===== src/design/hcsa_pkg.sv =====
// shared constants and types for the hall current sensor averager
package hcsa_pkg;

    localparam int SENS_W     = 20;
    localparam int OUT_W      = 19;
    localparam int SUM_W      = 36;
    localparam int CNT_W      = 16;
    localparam int HALF_W     = 31;
    localparam int CFG_IDX_W  = 2;
    localparam int CFG_DATA_W = 20;
    localparam int OUT_DATA_W = 40;

    // (3.3 V / 2) scaled to milliamps from microvolts per amp
    localparam logic [HALF_W-1:0] HALF_VREF_SCALED = 31'd1650000000;
    localparam logic [OUT_W-1:0]  CURRENT_LIMIT_MA = 19'd200000;
    localparam logic [SENS_W-1:0] SENS_RESET       = 20'd100000;
    localparam logic [CNT_W-1:0]  NAVG_RESET       = 16'd1;

    typedef enum logic [CFG_IDX_W-1:0] {
        CFG_SENSITIVITY = 2'd0,
        CFG_FEEDBACK    = 2'd1,
        CFG_SAMPLES     = 2'd2
    } cfg_reg_t;

endpackage


===== src/design/hcsa_div.sv =====
// restoring divider, one quotient bit per cycle, unsigned operands
module hcsa_div #(
    parameter int DVD_W = 42,
    parameter int DVS_W = 31
) (
    input  logic                          clk,
    input  logic                          rst_n,
    input  logic                          start,
    input  logic [$clog2(DVD_W+1)-1:0]    steps,
    input  logic [DVD_W-1:0]              dividend,
    input  logic [DVS_W-1:0]              divisor,
    output logic [DVD_W-1:0]              quotient,
    output logic                          done
);

    localparam int STEP_W = $clog2(DVD_W + 1);

    logic [DVD_W-1:0]  quo_reg, quo_next;
    logic [DVS_W-1:0]  rem_reg, rem_next;
    logic [DVS_W-1:0]  dvs_reg, dvs_next;
    logic [STEP_W-1:0] left_reg, left_next;
    logic              busy_reg, busy_next;
    logic              done_reg, done_next;

    logic [DVS_W:0] rem_shift;
    logic [DVS_W:0] rem_sub;
    logic           fits;

    // dividend bits leave from the top while quotient bits enter at the bottom
    assign rem_shift = {rem_reg, quo_reg[DVD_W-1]};
    assign rem_sub   = rem_shift - {1'b0, dvs_reg};
    assign fits      = ~rem_sub[DVS_W];

    always_comb
    begin
        quo_next  = quo_reg;
        rem_next  = rem_reg;
        dvs_next  = dvs_reg;
        left_next = left_reg;
        busy_next = busy_reg;
        done_next = 1'b0;
        if (start)
        begin
            quo_next  = dividend;
            rem_next  = '0;
            dvs_next  = divisor;
            left_next = steps;
            busy_next = 1'b1;
        end
        else if (busy_reg)
        begin
            quo_next  = {quo_reg[DVD_W-2:0], fits};
            rem_next  = fits ? rem_sub[DVS_W-1:0] : rem_shift[DVS_W-1:0];
            left_next = left_reg - 1'b1;
            if (left_reg == STEP_W'(1))
            begin
                busy_next = 1'b0;
                done_next = 1'b1;
            end
        end
    end

    always_ff @(posedge clk or negedge rst_n)
    begin
        if (!rst_n)
        begin
            quo_reg  <= '0;
            rem_reg  <= '0;
            dvs_reg  <= '0;
            left_reg <= '0;
            busy_reg <= 1'b0;
            done_reg <= 1'b0;
        end
        else
        begin
            quo_reg  <= quo_next;
            rem_reg  <= rem_next;
            dvs_reg  <= dvs_next;
            left_reg <= left_next;
            busy_reg <= busy_next;
            done_reg <= done_next;
        end
    end

    assign quotient = quo_reg;
    assign done     = done_reg;

endmodule


===== src/design/hall_current_sensor_averager.sv =====
// top level: ratiometric hall sensor code to milliamps, with block averaging
//
// Each word carries a sensor code and a supply code; the block returns one word per sample
// with the instant current, the held block average, an update flag and a saturation flag.
// One shared multiplier forms numerator and denominator in turn and one shared
// restoring divider (one quotient bit per cycle) does both the current and the average
// division. The current division takes most of a sample's time; a sample that closes a
// block adds the average division. Input is not accepted while a sample is in work; a
// finished word waits in the output register and does not hold off the next input.
// Configuration writes are always accepted and take effect at once.
module hall_current_sensor_averager #(
    parameter int ADC_BITS = 10
) (
    input  logic                                 clk,
    input  logic                                 rst_n,
    input  logic                                 s_axis_tvalid,
    output logic                                 s_axis_tready,
    // sample_code, supply_code, zero fill
    input  logic [((2*ADC_BITS+7)/8)*8-1:0]      s_axis_tdata,
    output logic                                 m_axis_tvalid,
    input  logic                                 m_axis_tready,
    // instant_current_ma, average_current_ma, average_updated, saturated
    output logic [hcsa_pkg::OUT_DATA_W-1:0]      m_axis_tdata,
    input  logic                                 cfg_valid,
    output logic                                 cfg_ready,
    input  logic [hcsa_pkg::CFG_IDX_W-1:0]       cfg_index,
    input  logic [hcsa_pkg::CFG_DATA_W-1:0]      cfg_data
);

    import hcsa_pkg::*;

    localparam int SUP_W  = ADC_BITS + 1;
    localparam int DIFF_W = ADC_BITS + 2;
    localparam int NUM_W  = HALF_W + SUP_W;
    localparam int DEN_W  = SENS_W + SUP_W;
    localparam int DVD_W  = NUM_W;
    localparam int DVS_W  = DEN_W;
    localparam int STEP_W = $clog2(DVD_W + 1);

    typedef enum logic [3:0] {
        ST_IDLE,
        ST_MUL_NUM,
        ST_MUL_DEN,
        ST_DEN_CHK,
        ST_DIV_CUR,
        ST_ACCUM,
        ST_AVG_START,
        ST_DIV_AVG,
        ST_OUT
    } state_t;

    state_t                  state_reg, state_next;
    logic [SENS_W-1:0]       sens_reg, sens_next;
    logic                    fb_reg, fb_next;
    logic [CNT_W-1:0]        navg_reg, navg_next;
    logic                    neg_reg, neg_next;
    logic [SUP_W-1:0]        mag_reg, mag_next;
    logic [SUP_W-1:0]        sup_reg, sup_next;
    logic [NUM_W-1:0]        num_reg, num_next;
    logic [DEN_W-1:0]        den_reg, den_next;
    logic [OUT_W-1:0]        cur_reg, cur_next;
    logic                    sat_reg, sat_next;
    logic [SUM_W-1:0]        sum_reg, sum_next;
    logic [CNT_W-1:0]        count_reg, count_next;
    logic [OUT_W-1:0]        held_reg, held_next;
    logic                    upd_reg, upd_next;
    logic                    out_valid_reg, out_valid_next;
    logic [OUT_DATA_W-1:0]   out_data_reg, out_data_next;

    logic [ADC_BITS-1:0]     sample;
    logic [ADC_BITS-1:0]     supply;
    logic [SUP_W-1:0]        sup_eff;
    logic [DIFF_W-1:0]       diff;
    logic [DIFF_W-1:0]       diff_abs;

    logic [HALF_W-1:0]       mul_a;
    logic [SUP_W-1:0]        mul_b;
    logic [NUM_W-1:0]        mul_p;

    logic                    div_start;
    logic [STEP_W-1:0]       div_steps;
    logic [DVD_W-1:0]        div_dividend;
    logic [DVS_W-1:0]        div_divisor;
    logic [DVD_W-1:0]        div_quot;
    logic                    div_done;

    logic                    q_over;
    logic [OUT_W-1:0]        q_mag;
    logic [SUM_W-1:0]        sum_add;
    logic [CNT_W:0]          cnt_inc;
    logic [CNT_W-1:0]        n_eff;
    logic                    close_blk;
    logic [SUM_W-1:0]        sum_abs;
    logic [OUT_W-1:0]        avg_mag;

    assign sample   = s_axis_tdata[ADC_BITS-1:0];
    assign supply   = s_axis_tdata[2*ADC_BITS-1:ADC_BITS];
    assign sup_eff  = fb_reg ? {1'b0, supply} : {1'b1, {ADC_BITS{1'b0}}};
    assign diff     = {1'b0, sample, 1'b0} - {1'b0, sup_eff};
    assign diff_abs = diff[DIFF_W-1] ? -diff : diff;

    // shared multiplier: numerator first, then denominator
    always_comb
    begin
        if (state_reg == ST_MUL_DEN)
        begin
            mul_a = HALF_W'(sens_reg);
            mul_b = sup_reg;
        end
        else
        begin
            mul_a = HALF_VREF_SCALED;
            mul_b = mag_reg;
        end
    end

    assign mul_p = NUM_W'(mul_a) * NUM_W'(mul_b);

    assign sum_abs = sum_reg[SUM_W-1] ? -sum_reg : sum_reg;

    // shared divider operands
    always_comb
    begin
        if (state_reg == ST_AVG_START)
        begin
            div_start    = 1'b1;
            div_steps    = STEP_W'(SUM_W);
            div_dividend = {sum_abs, {(DVD_W-SUM_W){1'b0}}};
            div_divisor  = DVS_W'(count_reg);
        end
        else
        begin
            div_start    = (state_reg == ST_DEN_CHK) && (den_reg != '0);
            div_steps    = STEP_W'(DVD_W);
            div_dividend = num_reg;
            div_divisor  = den_reg;
        end
    end

    hcsa_div #(
        .DVD_W (DVD_W),
        .DVS_W (DVS_W)
    ) u_div (
        .clk      (clk),
        .rst_n    (rst_n),
        .start    (div_start),
        .steps    (div_steps),
        .dividend (div_dividend),
        .divisor  (div_divisor),
        .quotient (div_quot),
        .done     (div_done)
    );

    assign q_over    = div_quot > DVD_W'(CURRENT_LIMIT_MA);
    assign q_mag     = q_over ? CURRENT_LIMIT_MA : div_quot[OUT_W-1:0];
    assign avg_mag   = div_quot[OUT_W-1:0];
    assign sum_add   = sum_reg + {{(SUM_W-OUT_W){cur_reg[OUT_W-1]}}, cur_reg};
    assign cnt_inc   = {1'b0, count_reg} + 1'b1;
    assign n_eff     = (navg_reg == '0) ? NAVG_RESET : navg_reg;
    assign close_blk = cnt_inc >= {1'b0, n_eff};

    always_comb
    begin
        state_next     = state_reg;
        sens_next      = sens_reg;
        fb_next        = fb_reg;
        navg_next      = navg_reg;
        neg_next       = neg_reg;
        mag_next       = mag_reg;
        sup_next       = sup_reg;
        num_next       = num_reg;
        den_next       = den_reg;
        cur_next       = cur_reg;
        sat_next       = sat_reg;
        sum_next       = sum_reg;
        count_next     = count_reg;
        held_next      = held_reg;
        upd_next       = upd_reg;
        out_valid_next = out_valid_reg & ~m_axis_tready;
        out_data_next  = out_data_reg;

        if (cfg_valid)
        begin
            case (cfg_reg_t'(cfg_index))
                CFG_SENSITIVITY: sens_next = cfg_data[SENS_W-1:0];
                CFG_FEEDBACK:    fb_next   = cfg_data[0];
                CFG_SAMPLES:     navg_next = cfg_data[CNT_W-1:0];
                default:         ;
            endcase
        end

        case (state_reg)
            ST_IDLE:
            begin
                if (s_axis_tvalid)
                begin
                    neg_next   = diff[DIFF_W-1];
                    mag_next   = diff_abs[SUP_W-1:0];
                    sup_next   = sup_eff;
                    upd_next   = 1'b0;
                    state_next = ST_MUL_NUM;
                end
            end
            ST_MUL_NUM:
            begin
                num_next   = mul_p;
                state_next = ST_MUL_DEN;
            end
            ST_MUL_DEN:
            begin
                den_next   = mul_p[DEN_W-1:0];
                state_next = ST_DEN_CHK;
            end
            ST_DEN_CHK:
            begin
                // zero divisor pins the current to the limit on the numerator's side
                if (den_reg == '0)
                begin
                    cur_next   = neg_reg ? -CURRENT_LIMIT_MA : CURRENT_LIMIT_MA;
                    sat_next   = 1'b1;
                    state_next = ST_ACCUM;
                end
                else
                begin
                    state_next = ST_DIV_CUR;
                end
            end
            ST_DIV_CUR:
            begin
                if (div_done)
                begin
                    cur_next   = neg_reg ? -q_mag : q_mag;
                    sat_next   = q_over;
                    state_next = ST_ACCUM;
                end
            end
            ST_ACCUM:
            begin
                sum_next   = sum_add;
                count_next = cnt_inc[CNT_W-1:0];
                state_next = close_blk ? ST_AVG_START : ST_OUT;
            end
            ST_AVG_START:
            begin
                state_next = ST_DIV_AVG;
            end
            ST_DIV_AVG:
            begin
                if (div_done)
                begin
                    held_next  = sum_reg[SUM_W-1] ? -avg_mag : avg_mag;
                    sum_next   = '0;
                    count_next = '0;
                    upd_next   = 1'b1;
                    state_next = ST_OUT;
                end
            end
            ST_OUT:
            begin
                if (!out_valid_reg || m_axis_tready)
                begin
                    out_valid_next = 1'b1;
                    out_data_next  = {sat_reg, upd_reg, held_reg, cur_reg};
                    state_next     = ST_IDLE;
                end
            end
            default:
            begin
                state_next = ST_IDLE;
            end
        endcase
    end

    always_ff @(posedge clk or negedge rst_n)
    begin
        if (!rst_n)
        begin
            state_reg     <= ST_IDLE;
            sens_reg      <= SENS_RESET;
            fb_reg        <= 1'b0;
            navg_reg      <= NAVG_RESET;
            neg_reg       <= 1'b0;
            mag_reg       <= '0;
            sup_reg       <= '0;
            num_reg       <= '0;
            den_reg       <= '0;
            cur_reg       <= '0;
            sat_reg       <= 1'b0;
            sum_reg       <= '0;
            count_reg     <= '0;
            held_reg      <= '0;
            upd_reg       <= 1'b0;
            out_valid_reg <= 1'b0;
            out_data_reg  <= '0;
        end
        else
        begin
            state_reg     <= state_next;
            sens_reg      <= sens_next;
            fb_reg        <= fb_next;
            navg_reg      <= navg_next;
            neg_reg       <= neg_next;
            mag_reg       <= mag_next;
            sup_reg       <= sup_next;
            num_reg       <= num_next;
            den_reg       <= den_next;
            cur_reg       <= cur_next;
            sat_reg       <= sat_next;
            sum_reg       <= sum_next;
            count_reg     <= count_next;
            held_reg      <= held_next;
            upd_reg       <= upd_next;
            out_valid_reg <= out_valid_next;
            out_data_reg  <= out_data_next;
        end
    end

    assign s_axis_tready = (state_reg == ST_IDLE);
    assign m_axis_tvalid = out_valid_reg;
    assign m_axis_tdata  = out_data_reg;
    assign cfg_ready     = 1'b1;

endmodule


===== config.mk =====
export PLATFORM = sky130hd
export DESIGN_NAME = hall_current_sensor_averager
export DESIGN_NICKNAME = d
export VERILOG_FILES = /design/src/design/hcsa_pkg.sv /design/src/design/hcsa_div.sv /design/src/design/hall_current_sensor_averager.sv
export SDC_FILE = /design/constraint.sdc
export NUM_CORES = 2
export LEC_CHECK = 0
export ABC_AREA = 1
export BUFFER_PORTS_ARGS = -buffer_cell sky130_fd_sc_hd__buf_2
export CAP_MARGIN = 20
export CELL_PAD_IN_SITES_DETAIL_PLACEMENT = 1
export CELL_PAD_IN_SITES_GLOBAL_PLACEMENT = 2
export CORE_AREA = 2 2 286 288
export DETAILED_ROUTE_END_ITERATION = 10
export DIE_AREA = 0 0 288 290
export GPL_TIMING_DRIVEN = 0
export PLACE_DENSITY_LB_ADDON = 0.3
export SETUP_SLACK_MARGIN = 0.2
export SLEW_MARGIN = 10
export SYNTH_ARGS = -nofsm -noshare
export SYNTH_HDL_FRONTEND = slang
export SYNTH_SLANG_ARGS = --single-unit

===== constraint.sdc =====
create_clock -name clk -period 14 [get_ports clk]
set_input_delay 2.8 -clock clk [delete_from_list [all_inputs] [get_ports clk]]
set_output_delay 2.8 -clock clk [all_outputs]
set_load 0.02 [all_outputs]

==> summary.md <==
| Metric | Value |
|---|---|
| Run status | finished, final reports clean |
| Post-synth ARST share | 100% |
| Sequential share of the synthesized area | 29.2% |
| Area Growth Syn to Fin | 11.1% |
| Inserted Diodes | 0 |
| Flip-flop and latch count after synthesis | 381 |
| RSZ-0062 raised after global routing | false |
| First-pass GRT wire length | 188,000 µm |
| Worst endpoint data arrival time | 8.77 ns |
| DPL Wire Length | 99,500 µm |
| Weighted congestion at the end of routability-driven global placement | 0.953 |
| Fill count | 10,200 |
| Setup tns final | 0 ns |
| Drt pass-1 iters | 5 |
| Floorplan core area | 80,200 µm² |
| Total of endpoints with negative setup slack in the final report | 0 |
| Die Footprint | 83,500 µm² |
| Final slew viol count | 0 |
| Number of buffer cells added on primary ports | 88 |
| Upper clock frequency limit | 0.120 GHz |
| Worst slew pin tran | 1.12 ns |
| Mean post-synth cell area | 7.40 µm² |
| CTS resizes | 0 |
| Final period utilization | 59.5% |
| Final global-route overflow total | 0 |
| CTS Buf Count | 47 |
| Root Driver | clkbuf_16 |
| Share of final-layout standard cells stronger than drive strength 1 | 6.68% |
| CP Class | flip-flop to flip-flop |
| Required time at the endpoint of the critical path | 14.44 ns |
| Via count of the first global-routing pass | 31,900 |
| Count of vias placed by the detailed router | 30,100 |
| Synthesized cell area | 32,700 µm² |
| Crit. End Element | flip-flop |
| Number of library cell types mapped by synthesis | 59 |
| Cell count after synthesis | 4,417 |
| Remaining design rule violation count | 0 |
| Initial Util | 40.8% |
| Post-Syn Nets | 4,876 |
| Vertical die dimension | 290 µm |
| Number of violations of the max-capacitance limit | 0 |
| Worst setup SP type | flip-flop |
| Count of warnings emitted by yosys | 0 |
| Buffer levels on the longest clock path | 3 |
| WL/cell | 21.3 µm |
| Wire length after detailed routing | 121,000 µm |
| All-layer global routing usage | 29.2% |
| Clock tree from TritonCTS | yes |
| Maximum number of pins on one net before global-route repair | 95 |
| Path type of the worst min-delay path | flip-flop to flip-flop |
| Clock input transition at the sequential cells of the worst setup and hold paths | 0.06 ns |
| Width of the die | 288 µm |
| Top FF cell, synth | dfrtp_1 |
| Worst Path Max Fanout | 10 |
| Number of setup buffers added after CTS | 0 |
| Normalized max-slew margin | 25.3% |
| Number of vias per cell after detailed routing | 5.33 |
| Ports placed on the boundary | 94 |
| Total count of hold-check failures in the final report | 0 |
| Number of enable flip-flop cells after synthesis | 0 |
| Number of clock sinks seen by CTS | 381 |
| Clk Latency, worst-skew pair | 0.61 ns |
| Min Tclk post-route | 8.33 ns |
| CTS Hold Buffers Added | 0 |
| Clock skew after layout | 0.0445 ns |
| Number of rows created at floorplan | 104 |
| Starting DRT DRC Count | 1,669 |
| Final Net Count | 5,019 |
| Total number of H-tree levels | 2 |
| Count of nets left with antenna violations after detail routing | 0 |
| Initial antenna violation count | 0 |
==> area by class of cell <==
type	count	area (µm²)	area share, %
buffer	121	538	1.48
clock buffer	60	1310	3.60
clock inverter	28	415	1.14
inverter	780	2930	8.06
multi-input combinational	3135	19700	54.2
sequential	381	9540	26.3
tap	1060	1330	3.65
timing repair buffer	94	587	1.62
==> placed cells by master (no fill, tap or decap), types with 39 or more instances in the layout <==
master,synthesis,routed
ha_1,211,211
dfrtp_1,374,374
clkbuf_16,0,48
o22ai_1,39,39
a21oi_1,153,153
nand3_1,240,240
inv_1,768,768
nand2_1,1029,1029
buf_2,16,103
xor2_1,70,70
nor2_1,446,446
clkbuf_1,87,93
nand4_1,51,51
o21ai_0,346,346
fa_1,197,197
==> worst paths after layout <==
kind                                                from                       end  slack, ns  cells past startpoint
worst max-delay path            state_reg[2]$_DFFE_PN0P_   den_reg[27]$_DFFE_PN0P_       5.67                     25
worst min-delay path            navg_reg[10]$_DFFE_PN0P_  navg_reg[10]$_DFFE_PN0P_       0.48                      2
max in group asynchronous                          rst_n  count_reg[7]$_DFFE_PN0P_      10.40                      3
worst min register to register  navg_reg[10]$_DFFE_PN0P_  navg_reg[10]$_DFFE_PN0P_       0.48                      2
worst max register to register  state_reg[2]$_DFFE_PN0P_   den_reg[27]$_DFFE_PN0P_       5.67                     25
min in group asynchronous                          rst_n    mag_reg[9]$_DFFE_PN0P_       2.15                      1
==> per-stage QoR <==
| step | setup WS, ns | hold WS, ns | cells | cell area, µm² | utilization [%] |
|---|---|---|---|---|---|
| floorplan | 8.13 | 0.444 | 4417 | 32700 | - |
| global placement | 1.92 | 0.464 | 5565 | 34500 | 43.0 |
| detailed placement | 5.75 | 0.473 | 5570 | 34600 | 43.2 |
| CTS | 5.74 | 0.488 | 5658 | 36300 | 45.3 |
| global route | 5.42 | 0.509 | 5659 | 36300 | 45.3 |
| finish | 5.67 | 0.480 | 5659 | 36300 | 45.3 |
==> cell families (layout without fill, tap and decap cells) <==
| group | Yosys count | after routing | share of synthesized area, % |
|---|---|---|---|
| and+or+nand+nor | 1888 | 1888 | 24.2 |
| buffers and inverters | 901 | 1083 | 10.6 |
| AOI/OAI and AO/OA | 713 | 713 | 12.4 |
| adders and majority gates | 408 | 408 | 20.1 |
| DFF | 381 | 381 | 29.2 |
| xor gates and xnor gates | 105 | 105 | 2.81 |
| muxes | 20 | 20 | 0.689 |
| other | 1 | 1 | 0.0115 |
==> per-layer routing <==
| layer | GRT usage, % | share of wire [%] | vias up |
|---|---|---|---|
| li1 | - | - | 14300 |
| met1 | 38.7 | 45 | 15000 |
| met2 | 49.2 | 48 | 575 |
| met3 | 2.76 | 3.2 | 202 |
| met4 | 10.7 | 4.3 | 0 |
| met5 | 0 | 0 | - |
==> worst max-delay path: stages (launching register included) <==
cell and delay (ns):
dfrtp_1 0.43, nor2_1 0.21, nand2_1 0.46, clkbuf_1 0.50, nor2_1 0.92, nor2_1 0.19
inv_1 0.21, nand2_1 0.11, fa_1 0.54, inv_1 0.05, fa_1 0.58, fa_1 0.46
fa_1 0.56, inv_1 0.06, fa_1 0.52, inv_1 0.04, ha_1 0.37, nand2_1 0.10
nand2_1 0.07, a31oi_1 0.37, o21ai_0 0.20, a21oi_1 0.39, o21ai_0 0.16, or2_2 0.31
nand3_1 0.17, o21ai_0 0.16
==> Yosys cell counts (7+ instances only) <==
cell / count / share of area, %
nand2_2: 18 / 0.34
nand3_1: 240 / 3.7
clkbuf_1: 87 / 1.0
nor2_2: 8 / 0.15
o221ai_1: 23 / 0.62
a31oi_1: 33 / 0.63
a21o_1: 16 / 0.37
mux2_2: 20 / 0.69
or2_2: 10 / 0.19
inv_2: 9 / 0.10
a21boi_0: 12 / 0.28
o211ai_1: 20 / 0.46
nand3b_1: 10 / 0.23
nand4_1: 51 / 0.98
buf_2: 16 / 0.24
xor2_1: 70 / 1.9
inv_1: 768 / 8.8
dfrtp_1: 374 / 29
nor2_1: 446 / 5.1
nor4_1: 19 / 0.36
xnor2_1: 35 / 0.94
nor3_1: 38 / 0.58
fa_1: 197 / 12
a21oi_2: 7 / 0.19
o21bai_1: 27 / 0.62
nand2_1: 1029 / 12
o21ai_0: 346 / 5.3
a21oi_1: 153 / 2.3
o21ai_1: 13 / 0.20
dfstp_2: 7 / 0.56
ha_1: 211 / 8.1
o22ai_1: 39 / 0.75
Power is not shown: default switching activity piles up to over one toggle a cycle in this logic, so the estimate is an artifact.
